File: config.mk
export PLATFORM = sky130hd
export DESIGN_NAME = frame_segmenting_packetizer_unit
export DESIGN_NICKNAME = d
export VERILOG_FILES = /design/src/sv/fsp_pkg.sv /design/src/sv/frame_segmenting_packetizer_unit.sv
export SDC_FILE = /design/constraint.sdc
export NUM_CORES = 1
export LEC_CHECK = 0
export ABC_CLOCK_PERIOD_IN_PS = 6400
export BUFFER_PORTS_ARGS = -buffer_cell sky130_fd_sc_hd__buf_4
export CORE_MARGIN = 2
export CORE_UTILIZATION = 40
export CTS_CLUSTER_SIZE = 8
export DETAILED_ROUTE_END_ITERATION = 16
export MAX_ROUTING_LAYER = met4
export PLACE_DENSITY = 0.6
export SLEW_MARGIN = 10
export SYNTH_ARGS = -nofsm -noshare
export SYNTH_HDL_FRONTEND = slang
export SYNTH_SLANG_ARGS = --single-unit
export TNS_END_PERCENT = 50
File: constraint.sdc
create_clock -name clk_i -period 6.4 [get_ports clk_i]
set_input_delay 0.96 -clock clk_i [delete_from_list [all_inputs] [get_ports clk_i]]
set_output_delay 0.96 -clock clk_i [all_outputs]
set_load 0.01 [all_outputs]
File: src/sv/fsp_pkg.sv
// Constants and types shared by the frame segmenting packetizer.
package fsp_pkg;

  localparam int unsigned SegmentMax = 1476;

  localparam int unsigned FrameW  = 24;
  localparam int unsigned AddrW   = 48;
  localparam int unsigned OffsW   = 32;
  localparam int unsigned SegPosW = 11;
  localparam int unsigned LenW    = 16;
  localparam int unsigned CntW    = 8;
  localparam int unsigned CfgIdxW = 2;
  localparam int unsigned CfgW    = 48;
  localparam int unsigned StepW   = 6;

  typedef logic [CfgIdxW-1:0] cfg_idx_t;
  typedef logic [StepW-1:0]   step_t;

  localparam cfg_idx_t CfgFrameBytes = 2'd0;
  localparam cfg_idx_t CfgDestAddr   = 2'd1;
  localparam cfg_idx_t CfgSrcAddr    = 2'd2;
  localparam cfg_idx_t CfgOffsetBase = 2'd3;

  localparam logic [FrameW-1:0] FrameBytesRst = 24'd6220800;
  localparam logic [AddrW-1:0]  DestAddrRst   = 48'd0;
  localparam logic [AddrW-1:0]  SrcAddrRst    = 48'd1;
  localparam logic [OffsW-1:0]  OffsetBaseRst = 32'h000F_0000;

  localparam logic [7:0] FlowData = 8'h1E;
  localparam logic [7:0] FlowSync = 8'h12;
  localparam logic [7:0] FillByte = 8'hCC;

  // Byte positions inside a 20-byte header.
  localparam logic [4:0] HdrSrc0  = 5'd6;
  localparam logic [4:0] HdrCnt   = 5'd12;
  localparam logic [4:0] HdrLenHi = 5'd13;
  localparam logic [4:0] HdrLenLo = 5'd14;
  localparam logic [4:0] HdrFlow  = 5'd15;
  localparam logic [4:0] HdrLast  = 5'd19;

  // Output sequence of one item: data header, data byte, trailer, sync packet.
  localparam step_t StepHdr0     = 6'd0;
  localparam step_t StepHdrEnd   = 6'd19;
  localparam step_t StepData     = 6'd20;
  localparam step_t StepTrail0   = 6'd21;
  localparam step_t StepTrailEnd = 6'd24;
  localparam step_t StepSync0    = 6'd25;
  localparam step_t StepLast     = 6'd44;

  typedef struct packed {
    logic [7:0]      data;
    logic            has_hdr;
    logic            seg_end;
    logic            frame_end;
    logic [LenW-1:0] len;
    logic [OffsW-1:0] offs;
    logic [CntW-1:0] cnt_hdr;
    logic [CntW-1:0] cnt_sync;
  } item_t;

endpackage

File: src/sv/frame_segmenting_packetizer_unit.sv
// Frame segmenting packetizer: turns pixel bytes into headed, trailed segments.
//
// Every accepted pixel byte is stamped on entry with its segment and frame
// information and held in an item register; the output byte register then
// sends its results one per cycle while out_ready_i is high. An item sends one
// data byte, plus a 20-byte segment header when it opens a segment, a 4-byte
// trailer when it ends a segment and a 20-byte sync packet at the end of a
// frame, so 1 to 45 bytes, all through the single output byte register.
// The next item is taken in the cycle its predecessor sends its last byte.
module frame_segmenting_packetizer_unit (
  input  logic                         clk_i,
  input  logic                         rst_ni,
  input  logic                         cfg_we_i,
  input  fsp_pkg::cfg_idx_t            cfg_idx_i,
  input  logic [fsp_pkg::CfgW-1:0]     cfg_data_i,
  input  logic                         in_valid_i,
  output logic                         in_ready_o,
  input  logic [7:0]                   data_byte_i,
  output logic                         out_valid_o,
  input  logic                         out_ready_i,
  output logic [7:0]                   out_byte_o,
  output logic                         packet_end_o,
  output logic                         run_last_o
);
  import fsp_pkg::*;

  logic [FrameW-1:0]  frame_bytes_q;
  logic [AddrW-1:0]   dest_q;
  logic [AddrW-1:0]   src_q;
  logic [OffsW-1:0]   base_q;

  logic [CntW-1:0]    pkt_cnt_q, pkt_cnt_d;
  logic [FrameW-1:0]  frame_pos_q, frame_pos_d;
  logic [SegPosW-1:0] seg_pos_q, seg_pos_d;

  item_t              item_q, item_d;
  logic               item_valid_q;
  step_t              step_q, step_next;

  logic [7:0]         out_byte_q, byte_d;
  logic               pend_q, pend_d;
  logic               rlast_q;
  logic               out_valid_q;

  logic               in_acc, out_load, emit, last;
  logic [FrameW-1:0]  remaining;
  logic               is_sync;
  logic [4:0]         h;
  logic [2:0]         addr_k;

  always_ff @(posedge clk_i or negedge rst_ni) begin
    if (!rst_ni) begin
      frame_bytes_q <= FrameBytesRst;
      dest_q        <= DestAddrRst;
      src_q         <= SrcAddrRst;
      base_q        <= OffsetBaseRst;
    end else if (cfg_we_i) begin
      unique case (cfg_idx_i)
        CfgFrameBytes: frame_bytes_q <= cfg_data_i[FrameW-1:0];
        CfgDestAddr:   dest_q        <= cfg_data_i[AddrW-1:0];
        CfgSrcAddr:    src_q         <= cfg_data_i[AddrW-1:0];
        CfgOffsetBase: base_q        <= cfg_data_i[OffsW-1:0];
        default: ;
      endcase
    end
  end

  assign out_load   = !out_valid_q || out_ready_i;
  assign emit       = item_valid_q && out_load;
  assign in_ready_o = !item_valid_q || (out_load && last);
  assign in_acc     = in_valid_i && in_ready_o;

  // Entry stamping: segment and frame bookkeeping for the incoming byte.
  always_comb begin
    item_d.data      = data_byte_i;
    item_d.has_hdr   = (seg_pos_q == '0);
    item_d.frame_end = ({1'b0, frame_pos_q} + (FrameW+1)'(1)) >= {1'b0, frame_bytes_q};
    item_d.seg_end   = item_d.frame_end ||
                       (({1'b0, seg_pos_q} + (SegPosW+1)'(1)) >= (SegPosW+1)'(SegmentMax));
    remaining        = (frame_bytes_q > frame_pos_q) ? (frame_bytes_q - frame_pos_q)
                                                     : FrameW'(1);
    item_d.len       = ((remaining > FrameW'(SegmentMax)) ? LenW'(SegmentMax)
                                                          : remaining[LenW-1:0])
                       + LenW'(4);
    item_d.offs      = base_q + OffsW'(frame_pos_q);
    item_d.cnt_hdr   = pkt_cnt_q;
    item_d.cnt_sync  = pkt_cnt_q + CntW'(item_d.has_hdr);

    pkt_cnt_d   = item_d.cnt_sync + CntW'(item_d.frame_end);
    seg_pos_d   = item_d.seg_end ? '0 : seg_pos_q + SegPosW'(1);
    frame_pos_d = item_d.frame_end ? '0 : frame_pos_q + FrameW'(1);
  end

  always_ff @(posedge clk_i or negedge rst_ni) begin
    if (!rst_ni) begin
      pkt_cnt_q   <= '0;
      frame_pos_q <= '0;
      seg_pos_q   <= '0;
    end else if (in_acc) begin
      pkt_cnt_q   <= pkt_cnt_d;
      frame_pos_q <= frame_pos_d;
      seg_pos_q   <= seg_pos_d;
    end
  end

  // Step sequencing through the output layout of one item.
  always_comb begin
    step_next = step_q + StepW'(1);
    last      = 1'b0;
    if (step_q == StepData) begin
      if (!item_q.seg_end) begin
        last = 1'b1;
      end
    end else if (step_q == StepTrailEnd) begin
      if (!item_q.frame_end) begin
        last = 1'b1;
      end
    end else if (step_q == StepLast) begin
      last = 1'b1;
    end
  end

  always_ff @(posedge clk_i or negedge rst_ni) begin
    if (!rst_ni) begin
      item_valid_q <= 1'b0;
      step_q       <= StepHdr0;
    end else if (in_acc) begin
      item_valid_q <= 1'b1;
      step_q       <= item_d.has_hdr ? StepHdr0 : StepData;
    end else if (emit) begin
      if (last) begin
        item_valid_q <= 1'b0;
      end
      step_q <= step_next;
    end
  end

  always_ff @(posedge clk_i) begin
    if (in_acc) begin
      item_q <= item_d;
    end
  end

  // Byte selection for the current step.
  always_comb begin
    is_sync = (step_q >= StepSync0);
    h       = is_sync ? 5'(step_q - StepSync0) : step_q[4:0];
    addr_k  = 3'd0;
    byte_d  = FillByte;
    pend_d  = 1'b0;
    if (step_q == StepData) begin
      byte_d = item_q.data;
    end else if (step_q >= StepTrail0 && step_q <= StepTrailEnd) begin
      byte_d = FillByte;
      pend_d = (step_q == StepTrailEnd);
    end else if (h < HdrSrc0) begin
      addr_k = 3'(HdrSrc0 - 5'd1 - h);
      byte_d = 8'(dest_q >> {addr_k, 3'b000});
    end else if (h < HdrCnt) begin
      addr_k = 3'(HdrCnt - 5'd1 - h);
      byte_d = 8'(src_q >> {addr_k, 3'b000});
    end else if (h == HdrCnt) begin
      byte_d = is_sync ? item_q.cnt_sync : item_q.cnt_hdr;
    end else if (h == HdrLenHi) begin
      byte_d = is_sync ? 8'h00 : item_q.len[15:8];
    end else if (h == HdrLenLo) begin
      byte_d = is_sync ? 8'h00 : item_q.len[7:0];
    end else if (h == HdrFlow) begin
      byte_d = is_sync ? FlowSync : FlowData;
    end else begin
      byte_d = is_sync ? FillByte : 8'(item_q.offs >> {h[1:0], 3'b000});
      pend_d = is_sync && (h == HdrLast);
    end
  end

  always_ff @(posedge clk_i or negedge rst_ni) begin
    if (!rst_ni) begin
      out_valid_q <= 1'b0;
    end else if (out_load) begin
      out_valid_q <= item_valid_q;
    end
  end

  always_ff @(posedge clk_i) begin
    if (emit) begin
      out_byte_q <= byte_d;
      pend_q     <= pend_d;
      rlast_q    <= last;
    end
  end

  assign out_valid_o  = out_valid_q;
  assign out_byte_o   = out_byte_q;
  assign packet_end_o = pend_q;
  assign run_last_o   = rlast_q;

`ifndef ASSERT_OFF
  a_step_range: assert property (@(posedge clk_i) disable iff (!rst_ni)
    item_valid_q |-> step_q <= StepLast)
    else $error("Output step ran past the end of the sequence.");

  a_no_hdr_skip: assert property (@(posedge clk_i) disable iff (!rst_ni)
    (item_valid_q && !item_q.has_hdr) |-> step_q >= StepData)
    else $error("Header bytes sent for an item that opens no segment.");

  a_end_fill: assert property (@(posedge clk_i) disable iff (!rst_ni)
    (out_valid_o && packet_end_o) |-> out_byte_o == FillByte)
    else $error("Packet end flagged on a byte other than a fill byte.");

  a_sync_last: assert property (@(posedge clk_i) disable iff (!rst_ni)
    (emit && step_q == StepLast) |=> (out_valid_o && run_last_o && packet_end_o))
    else $error("Sync packet end not flagged as the item's last byte.");
`endif

endmodule
==> results_dict.tcl <==
set metrics [dict create \
    core-area_um2 41100 \
    hold_viol 0 \
    post_cts_buffers 0 \
    cts_sinks 287 \
    r2r_slack_ps 1310 \
    grt_pass1_wl_mm 74.2 \
    yosysSeqAreaShare_pct 45.5 \
    placed_cells 2196 \
    crit_path_start_kind "register" \
    netlist_instances 1649 \
    fin_skew_ps 19.9 \
    critPathArrivalTime_ps 5500 \
    grt-ovfl-total 0 \
    synth_seq_cells 287 \
    avgViaCountPerCell 5.67 \
    drv_cap 0 \
    drc 0 \
    row_count 74 \
    multiInputGateArea_um2 8520 \
    grt_pass1_vias 12755 \
    crit_fanout 8 \
    ctsResizeCount 0 \
    fin_nets 1856 \
    start_util_pct 40.8 \
    antenna_found_initial 1 \
    leakagePower_nw 7.92 \
    wl_per_cell_um 20.7 \
    worstMarginPinSlew_ps 1050 \
    drt_iter0_drc 867 \
    n_fill_cell 3848 \
    netlist_area_um2 16800 \
    min_path_type "primary input to async pin" \
    syn_area_per_cell_um2 10.2 \
    ff_latch_area_um2 7620 \
    clk_latency_ps 540 \
    end_kind "register" \
    slew_viol_final 0 \
    place.gp.congestion 0.980 \
    grt_use_total_pct 22.3 \
    diodes 0 \
    setup_viol_count_final 0 \
    pin_count 75 \
    vias 12868 \
    period_share_pct 79.6 \
    die_h_um 209 \
    post-route-util_pct 46.3 \
    cts-root-buf "clkbuf_16" \
    synth_edf_count 84 \
    yosysWarnings 0 \
    fin_crit_ps 5090 \
    final_common_cell "nand2_1" \
    clkTransAtPathRegs_ps 50 \
    outcome "complete, no violations" \
    cts_tree "built" \
    cts_made_buffers 41 \
    finalNonFillerCells 2271 \
    mostFrequentLayoutCells "221 x nand2_1, 188 x dfrtp_1, 131 x mux2_2, 100 x o21ai_0" \
    timing.hold.ws_ps 426 \
    power_per_cell_area_nw_per_um2 496 \
    area_delta_synth_final_pct 13.7 \
    ys_types 89 \
    cts_buffer_depth 3 \
    hpwl_mm 34.4 \
    irDropWorstVdd_uv 191 \
    power_mw 9.45 \
    setup_tns_ps 0 \
    antenna_left 0 \
    ys.flop_type "dfrtp_1" \
    path_class "register to register" \
    rsz0062_at_grt "false" \
    slew_headroom_pct 29.9 \
    dieArea_um2 43500 \
    die_w_um 209 \
    synthArstFlopShare_pct 70.7 \
    cts_htree_levels 2 \
    port_buffers 74 \
    hold_buffers 0 \
    max_freq_ghz 0.196 \
    firstDrtPassIters 5 \
    wirelength_mm 47.0 \
    cp.required_ps 6810 \
    drive_above_1_share_pct 18.5 \
    grt_max_degree 137 \
]
-- cell usage after synthesis, types with 6 or more instances --
cell type,instances,area share (%)
a211oi_1,7,0.31
a21o_1,30,1.3
a21oi_1,87,2.6
a221o_1,7,0.42
a221oi_1,7,0.37
a31oi_1,21,0.78
a32oi_1,7,0.37
and2_1,6,0.22
and3_1,9,0.34
buf_1,14,0.31
buf_2,11,0.33
clkbuf_1,52,1.2
dfrtp_1,188,28
dfstp_2,15,2.4
edfxtp_1,84,15
ha_1,84,6.3
inv_1,87,1.9
mux2_2,131,8.8
mux2i_1,7,0.42
mux4_2,13,1.7
nand2_1,221,5.0
nand2b_1,9,0.34
nand3_1,65,1.9
nand4_1,19,0.71
nor2_1,62,1.4
nor2b_1,15,0.56
nor3_1,36,1.1
nor3b_1,10,0.45
nor4_1,10,0.37
o211ai_1,11,0.49
o21a_1,16,0.72
o21ai_0,100,3.0
o22ai_1,21,0.78
or3_1,9,0.34
xnor2_1,57,3.0
xor2_1,23,1.2
-- worst max-delay path, cell delays in order (launching register included) --
cell	delay (ps)
dfrtp_1	470
ha_1	270
nand3_1	160
nor3_2	360
nand3_1	310
or3_1	500
nor2_1	160
xnor2_1	160
ha_1	280
a21oi_1	140
nor2b_1	60
o21ai_0	210
nand2_1	80
a21oi_1	120
o211ai_1	120
a21oi_1	160
buf_4	160
inv_1	70
ha_1	240
ha_1	260
a21o_1	180
a22o_1	170
a21oi_1	140
nor2_1	60
xor2_1	150
-- metrics by stage --
stage,setup slack (ps),instance area (µm²)
floorplan,1320,16800
global placement,1430,17800
detailed placement,1360,17800
CTS,1350,19000
global route,929,19000
finish,1310,19000
-- cells by family (layout without fill, tap and decap cells) --
| family | Yosys count | after routing | share of synthesized area, % |
|---|---|---|---|
| flip-flops | 287 | 287 | 45.5 |
| AND/OR/NAND/NOR | 502 | 502 | 14.4 |
| XOR/XNOR | 81 | 81 | 4.28 |
| other | 1 | 5 | 0.0224 |
| adder cells (fa/ha/maj) | 86 | 86 | 6.51 |
| AO/OA/AOI/OAI | 375 | 375 | 14.4 |
| buffers and inverters | 166 | 252 | 3.93 |
| multiplexers | 151 | 151 | 11.0 |
-- sequential cells by signal (all words and copies together), names as in the netlist, 11 cells and up --
name and count:
item_q 74, dest_q 48, src_q 48, base_q 32, frame_bytes_q 24, frame_pos_q 24
seg_pos_q 11
-- area by class of cell --
| cell class | count | share of cell area (%) |
|---|---|---|
| Tap cell | 532 | 3.49 |
| Sequential cell | 287 | 40.0 |
| Inverter | 88 | 1.82 |
| Clock buffer | 72 | 6.00 |
| Clock inverter | 3 | 0.348 |
| Timing Repair Buffer | 89 | 3.61 |
| Multi-Input combinational cell | 1200 | 44.7 |
-- power breakdown --
group / switching (mW) / internal (mW) / leakage (nW)
Clock: 0.813 / 1.21 / 0.570
Combinational: 2.86 / 1.85 / 4.17
Sequential: 0.323 / 2.39 / 3.18
-- routing by layer --
layer / GRT usage [%] / wire length, µm
met1: 30.2 / 21700
met5: - / 0
met2: 35.3 / 21700
met4: 7.02 / 1470
met3: 2.61 / 2120
-- worst paths after layout --
check / start / end / cells after the start
worst max-delay path: frame_pos_q[0]$_DFFE_PN0P_ / pkt_cnt_q[4]$_DFFE_PN0P_ / 24
worst min-delay path: rst_ni / src_q[36]$_DFFE_PN0P_ / 1
worst max register to register: frame_pos_q[0]$_DFFE_PN0P_ / pkt_cnt_q[4]$_DFFE_PN0P_ / 24
worst min register to register: item_valid_q$_DFFE_PN0P_ / out_valid_o$_DFFE_PN0P_ / 2
max in group asynchronous: rst_ni / frame_pos_q[21]$_DFFE_PN0P_ / 2
min in group clk_i: item_valid_q$_DFFE_PN0P_ / out_valid_o$_DFFE_PN0P_ / 2
No activity file was read; power rests on OpenSTA's default activity.
